--- config.mk ---
export PLATFORM = sky130hd
export DESIGN_NAME = overwriting_ring_buffer_core
export DESIGN_NICKNAME = d
export VERILOG_FILES = /design/src/design/orb_pkg.sv /design/src/design/orb_ram.sv /design/src/design/overwriting_ring_buffer_core.sv
export SDC_FILE = /design/constraint.sdc
export NUM_CORES = 1
export LEC_CHECK = 0
export BUFFER_PORTS_ARGS = -buffer_cell sky130_fd_sc_hd__buf_2
export CELL_PAD_IN_SITES_DETAIL_PLACEMENT = 1
export CELL_PAD_IN_SITES_GLOBAL_PLACEMENT = 1
export CORE_MARGIN = 3
export CORE_UTILIZATION = 55
export CTS_BUF_LIST = sky130_fd_sc_hd__clkbuf_4
export CTS_CLUSTER_SIZE = 25
export DETAILED_ROUTE_END_ITERATION = 16
export PLACE_DENSITY = 0.88
export SYNTH_ARGS = -nofsm -noshare
export SYNTH_HDL_FRONTEND = slang
export SYNTH_SLANG_ARGS = --single-unit
--- constraint.sdc ---
create_clock -name clk -period 12.2 [get_ports clk]
set_clock_uncertainty 0.1 [all_clocks]
set_input_delay 3.05 -clock clk [delete_from_list [all_inputs] [get_ports clk]]
set_output_delay 3.05 -clock clk [all_outputs]
set_load 0.1 [all_outputs]
--- src/design/orb_pkg.sv ---
`default_nettype none

package orb_pkg;

    // payload widths
    localparam int WORD_W    = 32;
    localparam int LEN_REG_W = 5;

    // default store size and length register reset value
    localparam int                   DEPTH_DEFAULT = 16;
    localparam logic [LEN_REG_W-1:0] LEN_RESET     = LEN_REG_W'(16);

    // the word that marks an empty slot
    localparam logic [WORD_W-1:0] WORD_ONES = '1;

    // item kinds
    typedef enum logic {
        MODE_ADD    = 1'b0,
        MODE_REMOVE = 1'b1
    } mode_t;

endpackage

`default_nettype wire

--- src/design/orb_ram.sv ---
`default_nettype none

module orb_ram #(
    parameter int WIDTH = 32,
    parameter int DEPTH = 16
) (
    input  wire logic                     clk,
    input  wire logic                     we,
    input  wire logic [$clog2(DEPTH)-1:0] waddr,
    input  wire logic [WIDTH-1:0]         wdata,
    input  wire logic                     re,
    input  wire logic [$clog2(DEPTH)-1:0] raddr,
    output logic      [WIDTH-1:0]         rdata
);

    logic [WIDTH-1:0] mem [DEPTH];

    // one write and one registered read a cycle, read returns the old contents
    always_ff @(posedge clk)
    begin
        if (re)
        begin
            rdata <= mem[raddr];
        end
        if (we)
        begin
            mem[waddr] <= wdata;
        end
    end

endmodule

`default_nettype wire

--- src/design/overwriting_ring_buffer_core.sv ---
`default_nettype none

// channel   direction  handshake           payload
// cfg       in         cfg_write           cfg_data (length in use)
// in        in         in_valid/in_stall   mode, word_in
// out       out        out_valid/out_stall word_out, underflow, now_empty
//
// one item per cycle while out_stall is low; a result goes from the input
// transfer through the middle stage (the ram's registered slot read) to the
// output register. after reset a clearing pass writes word_in to every slot,
// during which in_stall is high; configuration writes are taken throughout.
// a stalled output holds its result in the output register while one more
// item may wait in the middle stage; further items are then stalled.

module overwriting_ring_buffer_core
    #(
        parameter int DEPTH = orb_pkg::DEPTH_DEFAULT
    )
    (
        input  wire logic                          clk,
        input  wire logic                          rst_n,
        // configuration
        input  wire logic                          cfg_write,
        input  wire logic [orb_pkg::LEN_REG_W-1:0] cfg_data,
        // input channel
        input  wire logic                          in_valid,
        output logic                               in_stall,
        input  wire logic                          mode,
        input  wire logic [orb_pkg::WORD_W-1:0]    word_in,
        // output channel
        output logic                               out_valid,
        input  wire logic                          out_stall,
        output logic      [orb_pkg::WORD_W-1:0]    word_out,
        output logic                               underflow,
        output logic                               now_empty
    );

    import orb_pkg::*;

    localparam int IDX_W  = $clog2(DEPTH);
    localparam int FILL_W = $clog2(DEPTH + 1);
    localparam int CW     = (FILL_W > LEN_REG_W) ? FILL_W : LEN_REG_W;
    localparam logic [CW-1:0]    DEPTH_C  = CW'(DEPTH);
    localparam logic [IDX_W-1:0] LAST_IDX = IDX_W'(DEPTH - 1);

    // control and pointer state
    logic [LEN_REG_W-1:0] length_reg;
    logic [IDX_W-1:0]     head_reg, head_next;
    logic [IDX_W-1:0]     tail_reg, tail_next;
    logic [FILL_W-1:0]    fill_reg, fill_next;
    logic                 clearing_reg;
    logic [IDX_W-1:0]     clr_idx_reg;

    // middle stage
    logic              p1_valid_reg, p1_valid_next;
    logic              p1_from_ram_reg, p1_from_ram_next;
    logic [WORD_W-1:0] p1_word_reg, p1_word_next;
    logic              p1_under_reg, p1_under_next;
    logic              p1_empty_reg, p1_empty_next;

    // output stage
    logic              out_valid_reg, out_valid_next;
    logic [WORD_W-1:0] out_word_reg, out_word_next;
    logic              out_under_reg, out_under_next;
    logic              out_empty_reg, out_empty_next;

    // ram ports
    logic              ram_we;
    logic [IDX_W-1:0]  ram_waddr;
    logic [WORD_W-1:0] ram_wdata;
    logic              ram_re;
    logic [WORD_W-1:0] ram_rdata;

    logic              in_xfer;
    logic              out_xfer;
    logic              p1_move;
    logic [CW-1:0]     len_eff;
    logic [IDX_W-1:0]  acc_waddr;
    logic              acc_we;
    logic              is_full;
    logic              is_empty;

    function automatic logic [IDX_W-1:0] adv(input logic [IDX_W-1:0] i,
                                              input logic [CW-1:0]    len);
        if (CW'(i) >= len - CW'(1))
            return '0;
        else
            return i + IDX_W'(1);
    endfunction

    orb_ram #(
        .WIDTH (WORD_W),
        .DEPTH (DEPTH)
    ) u_slots (
        .clk   (clk),
        .we    (ram_we),
        .waddr (ram_waddr),
        .wdata (ram_wdata),
        .re    (ram_re),
        .raddr (head_reg),
        .rdata (ram_rdata)
    );

    // handshakes
    assign out_xfer = out_valid_reg && !out_stall;
    assign p1_move  = p1_valid_reg && (!out_valid_reg || !out_stall);
    assign in_stall = clearing_reg || (p1_valid_reg && !p1_move);
    assign in_xfer  = in_valid && !in_stall;

    // effective length, clamped to one..DEPTH
    always_comb
    begin
        if (length_reg == '0)
            len_eff = CW'(1);
        else if (CW'(length_reg) > DEPTH_C)
            len_eff = DEPTH_C;
        else
            len_eff = CW'(length_reg);
    end

    assign is_empty = (fill_reg == '0);
    assign is_full  = (CW'(fill_reg) >= len_eff);

    // pointer update and slot access for the item in transfer
    always_comb
    begin
        head_next        = head_reg;
        tail_next        = tail_reg;
        fill_next        = fill_reg;
        acc_we           = 1'b0;
        acc_waddr        = tail_reg;
        ram_wdata        = word_in;
        ram_re           = 1'b0;
        p1_from_ram_next = 1'b0;
        p1_word_next     = word_in;
        p1_under_next    = 1'b0;
        if (in_xfer)
        begin
            if (mode_t'(mode) == MODE_ADD)
            begin
                acc_we = 1'b1;
                if (is_empty)
                begin
                    acc_waddr = tail_reg;
                    fill_next = FILL_W'(1);
                end
                else if (is_full)
                begin
                    tail_next = head_reg;
                    acc_waddr = head_reg;
                    head_next = adv(head_reg, len_eff);
                end
                else
                begin
                    tail_next = adv(tail_reg, len_eff);
                    acc_waddr = tail_next;
                    fill_next = fill_reg + FILL_W'(1);
                end
            end
            else if (is_empty)
            begin
                p1_word_next  = WORD_ONES;
                p1_under_next = 1'b1;
            end
            else
            begin
                // read the oldest entry and mark its slot empty
                ram_re           = 1'b1;
                p1_from_ram_next = 1'b1;
                acc_we           = 1'b1;
                acc_waddr        = head_reg;
                ram_wdata        = WORD_ONES;
                if (fill_reg != FILL_W'(1))
                    head_next = adv(head_reg, len_eff);
                fill_next = fill_reg - FILL_W'(1);
            end
        end
    end

    // write port shared with the clearing pass
    always_comb
    begin
        if (clearing_reg)
        begin
            ram_we    = 1'b1;
            ram_waddr = clr_idx_reg;
        end
        else
        begin
            ram_we    = acc_we;
            ram_waddr = acc_waddr;
        end
    end

    assign p1_empty_next = (fill_next == '0);

    // middle stage next values
    always_comb
    begin
        if (in_xfer)
            p1_valid_next = 1'b1;
        else if (p1_move)
            p1_valid_next = 1'b0;
        else
            p1_valid_next = p1_valid_reg;
    end

    // output stage next values
    always_comb
    begin
        out_word_next  = out_word_reg;
        out_under_next = out_under_reg;
        out_empty_next = out_empty_reg;
        if (p1_move)
        begin
            out_valid_next = 1'b1;
            out_word_next  = p1_from_ram_reg ? ram_rdata : p1_word_reg;
            out_under_next = p1_under_reg;
            out_empty_next = p1_empty_reg;
        end
        else if (out_xfer)
            out_valid_next = 1'b0;
        else
            out_valid_next = out_valid_reg;
    end

    // control registers
    always_ff @(posedge clk or negedge rst_n)
    begin
        if (!rst_n)
        begin
            length_reg    <= LEN_RESET;
            head_reg      <= '0;
            tail_reg      <= '0;
            fill_reg      <= '0;
            clearing_reg  <= 1'b1;
            clr_idx_reg   <= '0;
            p1_valid_reg  <= 1'b0;
            out_valid_reg <= 1'b0;
        end
        else
        begin
            if (cfg_write)
                length_reg <= cfg_data;
            head_reg      <= head_next;
            tail_reg      <= tail_next;
            fill_reg      <= fill_next;
            p1_valid_reg  <= p1_valid_next;
            out_valid_reg <= out_valid_next;
            if (clearing_reg)
            begin
                clr_idx_reg <= clr_idx_reg + IDX_W'(1);
                if (clr_idx_reg == LAST_IDX)
                    clearing_reg <= 1'b0;
            end
        end
    end

    // payload registers
    always_ff @(posedge clk)
    begin
        if (in_xfer)
        begin
            p1_from_ram_reg <= p1_from_ram_next;
            p1_word_reg     <= p1_word_next;
            p1_under_reg    <= p1_under_next;
            p1_empty_reg    <= p1_empty_next;
        end
        out_word_reg  <= out_word_next;
        out_under_reg <= out_under_next;
        out_empty_reg <= out_empty_next;
    end

    assign out_valid = out_valid_reg;
    assign word_out  = out_word_reg;
    assign underflow = out_under_reg;
    assign now_empty = out_empty_reg;

`ifndef SYNTH
    // fill count stays within the store
    a_fill_bound: assert property (@(posedge clk) disable iff (!rst_n)
        CW'(fill_reg) <= DEPTH_C)
        else $error("fill count beyond store depth");

    // nothing is taken in while the store is being cleared
    a_no_xfer_clear: assert property (@(posedge clk) disable iff (!rst_n)
        clearing_reg |-> !in_xfer)
        else $error("input transfer during clearing pass");

    // an empty remove reports all ones and an empty buffer
    a_underflow_res: assert property (@(posedge clk) disable iff (!rst_n)
        (out_valid_reg && out_under_reg) |-> (out_empty_reg && out_word_reg == WORD_ONES))
        else $error("underflow result malformed");

    // a remove that finds data leaves one fewer entry
    a_remove_count: assert property (@(posedge clk) disable iff (!rst_n)
        (in_xfer && mode_t'(mode) == MODE_REMOVE && !is_empty)
            |=> (fill_reg == $past(fill_reg) - FILL_W'(1)))
        else $error("remove did not decrement fill count");

    // a stalled result holds until transferred
    a_out_hold: assert property (@(posedge clk) disable iff (!rst_n)
        (out_valid_reg && out_stall) |=> (out_valid_reg && $stable(out_word_reg)))
        else $error("stalled result changed");
`endif

endmodule

`default_nettype wire
Word level (Yosys, flattened, before mapping). Memories as Yosys holds them, arrays and structs flattened. A register that Yosys moved wholly into a read port is not among the register bits. Cells that the tools add are included.

Memories kept: 1. Bits in registers: 94. Output and inout bits: 36. Bits of input ports: 43. Logic and storage cells: 90. Memory bits (writable): 512.

Memory list: u_slots.mem (words 16, width 32, read ports 1, clocked after Yosys merged registers in 1, wr ports 1, line orb_ram.sv:16) `logic [WIDTH-1:0] mem [DEPTH];`.

Equality and inequality tests: 3. Bitwise logic cells: 2. Mux-type cells: 41. Order comparisons: 4. Add/subtract/negate cells: 6. Reduce and logical (&&, ||, !) cells: 18.

Operators by type and width (count): $mux W32 (6); $mux W4 (13); $mux W5 (7); $logic_not A5 Y1 (3); $mux W1 (15); $add A4 B1 Y4 const B (3); $ge A4 B5 Y1 (2); $sub A5 B1 Y5 const B (2); $reduce_bool A2 Y1 (3); $add A5 B1 Y5 const B (1); $ge A5 B5 Y1 (1); $gt A5 B5 Y1 const B (1); $ne A5 B1 Y1 const B (1); $eq A4 B4 Y1 const B (1); $logic_and A1 B1 Y1 (4); $logic_not A1 Y1 (4); $reduce_and A4 Y1 (1); $logic_or A1 B1 Y1 (2); $ne A2 B1 Y1 const B (1); $not A1 Y1 (2); $reduce_and A2 Y1 (1).

Longest topological paths before layout.
Depth in word-level cells: 12. Mapped depth: 16. Depth with buffers taken out: 15.

By module. From an unflattened synthesis, not the netlist that was laid out.

Cell total of the unflattened synthesis: 1235. Area total of the unflattened synthesis: 25056.5 um2.

By module, submodules not included: orb_ram (area an instance 20155.6 um2, cells each 838, instances 1, seq. area each 16335.7 um2); overwriting_ring_buffer_core (area an instance 4901.0 um2, cells each 397, instances 1, seq. area each 2700.1 um2).

Worst setup path after synthesis. OpenSTA, ideal clock, no wires.

Path type: input-to-reg. Start point: input out_stall. End point: memory u_slots.mem[10][0] (enable). Setup time: 0.501 ns. Slack: 3.758 ns. Stages on the path: 7. Data required time: 11.599 ns. Path buffers: 0. Arrival: 7.840 ns. Cell sequence: a31o_2 > nor3_2 > a22o_1 > a221o_1 > nor4_2 > nor2_1 > nor4_1.

Longest elaborated chain between the ends: 12. Elaborated cells on any way between the ends: 14. Those cells by class: mux (6); reduce/logical (8).

RTL lines: start, declared (line overwriting_ring_buffer_core.sv:32) `input wire logic out_stall,`; $logic_not A1 Y1 (*) (line overwriting_ring_buffer_core.sv:106) `assign p1_move = p1_valid_reg && (!out_valid_reg || !out_stall);`; $logic_or A1 B1 Y1 (*) (line overwriting_ring_buffer_core.sv:106); $logic_and A1 B1 Y1 (*) (line overwriting_ring_buffer_core.sv:106); $logic_not A1 Y1 (*) (line overwriting_ring_buffer_core.sv:107) `assign in_stall = clearing_reg || (p1_valid_reg && !p1_move);`; $logic_and A1 B1 Y1 (*) (line overwriting_ring_buffer_core.sv:107); $logic_or A1 B1 Y1 (*) (line overwriting_ring_buffer_core.sv:107); $logic_not A1 Y1 (*) (line overwriting_ring_buffer_core.sv:108) `assign in_xfer = in_valid && !in_stall;`; $logic_and A1 B1 Y1 (*) (line overwriting_ring_buffer_core.sv:108); $mux W1 (line overwriting_ring_buffer_core.sv:137) `if (in_xfer)`; $mux W1 (line overwriting_ring_buffer_core.sv:183) `if (clearing_reg)`; $mux W1 (line orb_ram.sv:25) `if (we)`; $mux W1 (not written as such) (line orb_ram.sv:27) `mem[waddr] <= wdata;`; end, declared (line orb_ram.sv:16).

Mark *: on every way between the ends. The rest lies on a longest branch, timed or not.

Final worst setup path.
Start point: input out_stall. End point: output in_stall.

Longest elaborated chain between the ends: 6.

RTL lines: $logic_not A1 Y1 (line overwriting_ring_buffer_core.sv:106); $logic_or A1 B1 Y1 (line overwriting_ring_buffer_core.sv:106); $logic_and A1 B1 Y1 (line overwriting_ring_buffer_core.sv:106); $logic_not A1 Y1 (line overwriting_ring_buffer_core.sv:107); $logic_and A1 B1 Y1 (line overwriting_ring_buffer_core.sv:107); $logic_or A1 B1 Y1 (line overwriting_ring_buffer_core.sv:107); end, declared (line overwriting_ring_buffer_core.sv:27) `output logic in_stall,`.

No other way between the ends.

==> summary.md <==
| Metric | Value |
|---|---|
| Status | `finished, final reports clean` |
| Pin count of the biggest net entering global routing | `64` |
| First-pass GRT wire length | `108000 um` |
| Number of setup buffers added after CTS | `0` |
| Dominant synthesized flop cell | `edfxtp_1` |
| CORE AREA | `45600 um^2` |
| Mapped Cells | `1419` |
| Placed Area | `26700 um^2` |
| Hold Fails Final Rpt | `0` |
| Worst path slowest cell | `buf_2` |
| Initial DRT Pass Iterations | `7` |
| Cell Area, Synth | `25500 um^2` |
| Post-synth top cells | `edfxtp_1 (613), mux2i_1 (103), nand2_1 (73)` |
| Fraction of layout cells with a size suffix above 1 | `29.7%` |
| GRT met2 Usage | `49.8%` |
| Crit Path Class | `in2out` |
| Post-DP HPWL | `35900 um` |
| Final setup viols | `0` |
| Period minus WS final | `6980 ps` |
| Setup TNS | `0 ps` |
| Slew headroom | `16.5%` |
| Mean Syn Cell Area | `17.9 um^2` |
| Flops & latches, synth | `638` |
| Critical Path Fanout Max | `4` |
| Post-CTS Hold Fix Bufs | `0` |
| Fin nets | `1674` |
| Final Instance Area | `28700 um^2` |
| YS warnings | `0` |
| Initial antenna violation count | `1` |
| Grt met1 use | `37.5%` |
| Crit share post-route | `57.2%` |
| Max Clk Rate | `143 MHz` |
| EDFF count, synth | `613` |
| Via count | `15200` |
| Reg with most FFs | `u_slots.mem` |
| Clock transition at path regs | `60 ps` |
| Yosys top cell area share | `72.3%` |
| Fill cells | `4011` |
| DRC errors left | `0` |
| Worst vdd ir | `113 uV` |
| Num CTS Buffers | `155` |
| Seq pwr share | `44.1%` |
| Synth area leaders | `edfxtp_1 (72%), mux4_2 (5.7%), mux2i_1 (4.0%)` |
| Drt wl/cell | `31.0 um` |
| Synthesis-to-layout area growth | `12.9%` |
| RSZ-0062 raised after global routing | `false` |
| Total leakage power | `9.87 nW` |
| Worst min path class | `reg2reg` |
| Root Buffer Master | `clkbuf_4` |
| Die W | `221 um` |
| Yosys cell types | `63` |
| Routability cong. | `0.788` |
| Critical path startpoint category | `input port` |
| WP buf/inv | `2` |
| GRT Max-Usage Layer | `met2` |
| CTS tree | `built` |
| Max stage delay on crit path | `430 ps` |
| Vias in the first global route | `16500` |
| I/O pins | `79` |
| CP delay by family, top | `buffers and inverters` |
| Syn nets | `1480` |
| Yosys top cell by area | `edfxtp_1` |
| Routed WL | `72300 um` |
| Psw | `2.24 mW` |
| Crit path arrival time | `3830 ps` |
| PwrDens | `229 nW/um^2` |
| Input/output buffers | `78` |
| Slew @ Worst Pin | `1250 ps` |
| Combinational share of power | `27.2%` |
| Pwr Total | `6.57 mW` |
| Count leader, synth | `edfxtp_1` |
| Max-Cap Viols | `0` |
| Die footprint | `48900 um^2` |
| # H-tree levels | `4` |
| Row count | `78` |
| Int Pwr | `4.33 mW` |
| Clk buf depth | `3` |
| Clock sinks | `638` |
| Met3 Usage GRT | `5.94%` |
| DRT iter0 DRCs | `1823` |
| Register area share after synthesis | `74.8%` |
| Max-slew violations | `0` |
| Routed Antenna Nets | `0` |
| Cts repair resizes | `0` |
| Clock power share | `28.7%` |
| Most common cell on crit path | `buf_2` |
| Gr ovfl total | `0` |
| Die Ht | `221 um` |
| Max reg flops | `512` |
| Starting density of the core | `55.9%` |
| Clock Latency Late Sink | `880 ps` |
| Share of synthesized registers carrying an async set or reset | `3.92%` |
| CP Cell Sequence | `buf_2, a31o_2, buf_2` |
| Required @ worst endpoint | `9050 ps` |
| Sw Ratio | `34.1%` |
| Via density | `6.50` |
| GRT Total Usage | `29.7%` |
| Setup crit end kind | `output port` |
-- power groups by stage --
stage	Combinational [mW]	Sequential (mW)	Clock [mW]
2_1_floorplan	1.15	2.97	0
3_3_place_gp	1.61	2.90	0
3_5_place_dp	1.72	2.93	0
4_1_cts	1.78	2.89	1.91
5_1_grt	1.89	2.92	2.03
6_report	1.78	2.90	1.89
-- layer usage --
| metal | up-vias | share of wire (%) |
|---|---|---|
| li1 | 6180 | - |
| met4 | 0 | 4.1 |
| met3 | 200 | 7.6 |
| met2 | 926 | 51 |
| met1 | 7883 | 37 |
| met5 | - | 0 |
-- cells in the final DEF (no fill, tap or decap), drive strengths merged, types with 33 or more instances in the layout --
cell type	count
nand2	74
a21oi	45
clkbuf	222
a221oi	33
edfxtp	613
buf	113
mux4	64
o21ai	73
a22oi	34
mux2	65
mux2i	103
nand2b	68
clkinv	46
-- cell type report --
type,count,area (um^2),area share [%]
multi-input combinational,689,6190,21.5
clock inverter,56,379,1.32
antenna,2,5.00,0.0174
sequential,638,19000,66.3
timing repair buffer,113,653,2.27
tap,600,751,2.61
clock buffer,222,1670,5.80
inverter,16,60.1,0.209
-- worst paths after layout --
kind / start / end / slack (ps) / cells past startpoint
max reg2reg: length_reg[3] / u_slots.mem[5][27] / 7380 / 16
max: out_stall / in_stall / 5220 / 3
min: p1_empty_reg / now_empty / 330 / 0
min reg2reg: p1_empty_reg / now_empty / 330 / 0
min in group asynchronous: rst_n / tail_reg[0] / 2090 / 1
max in group asynchronous: rst_n / head_reg[0] / 9440 / 1
-- per-stage QoR --
step	setup WS (ps)	hold slack [ps]	std cells	util (%)
finish	5220	328	2336	63.1
CTS	5220	337	2334	63.1
global route	5190	354	2335	63.1
floorplan	3760	300	1419	-
global placement	5250	309	2056	58.6
detailed placement	5220	322	2056	58.6
-- logic make-up after synthesis --
kind of cell,count (synthesis),synth area share (%)
simple gates,209,4.29
buf+inv,92,1.43
fa+ha+maj,20,0.968
compound gates,223,5.80
mux,232,12.6
xor+xnor,5,0.172
flops,638,74.8
Power figures use the tool's default switching activity.
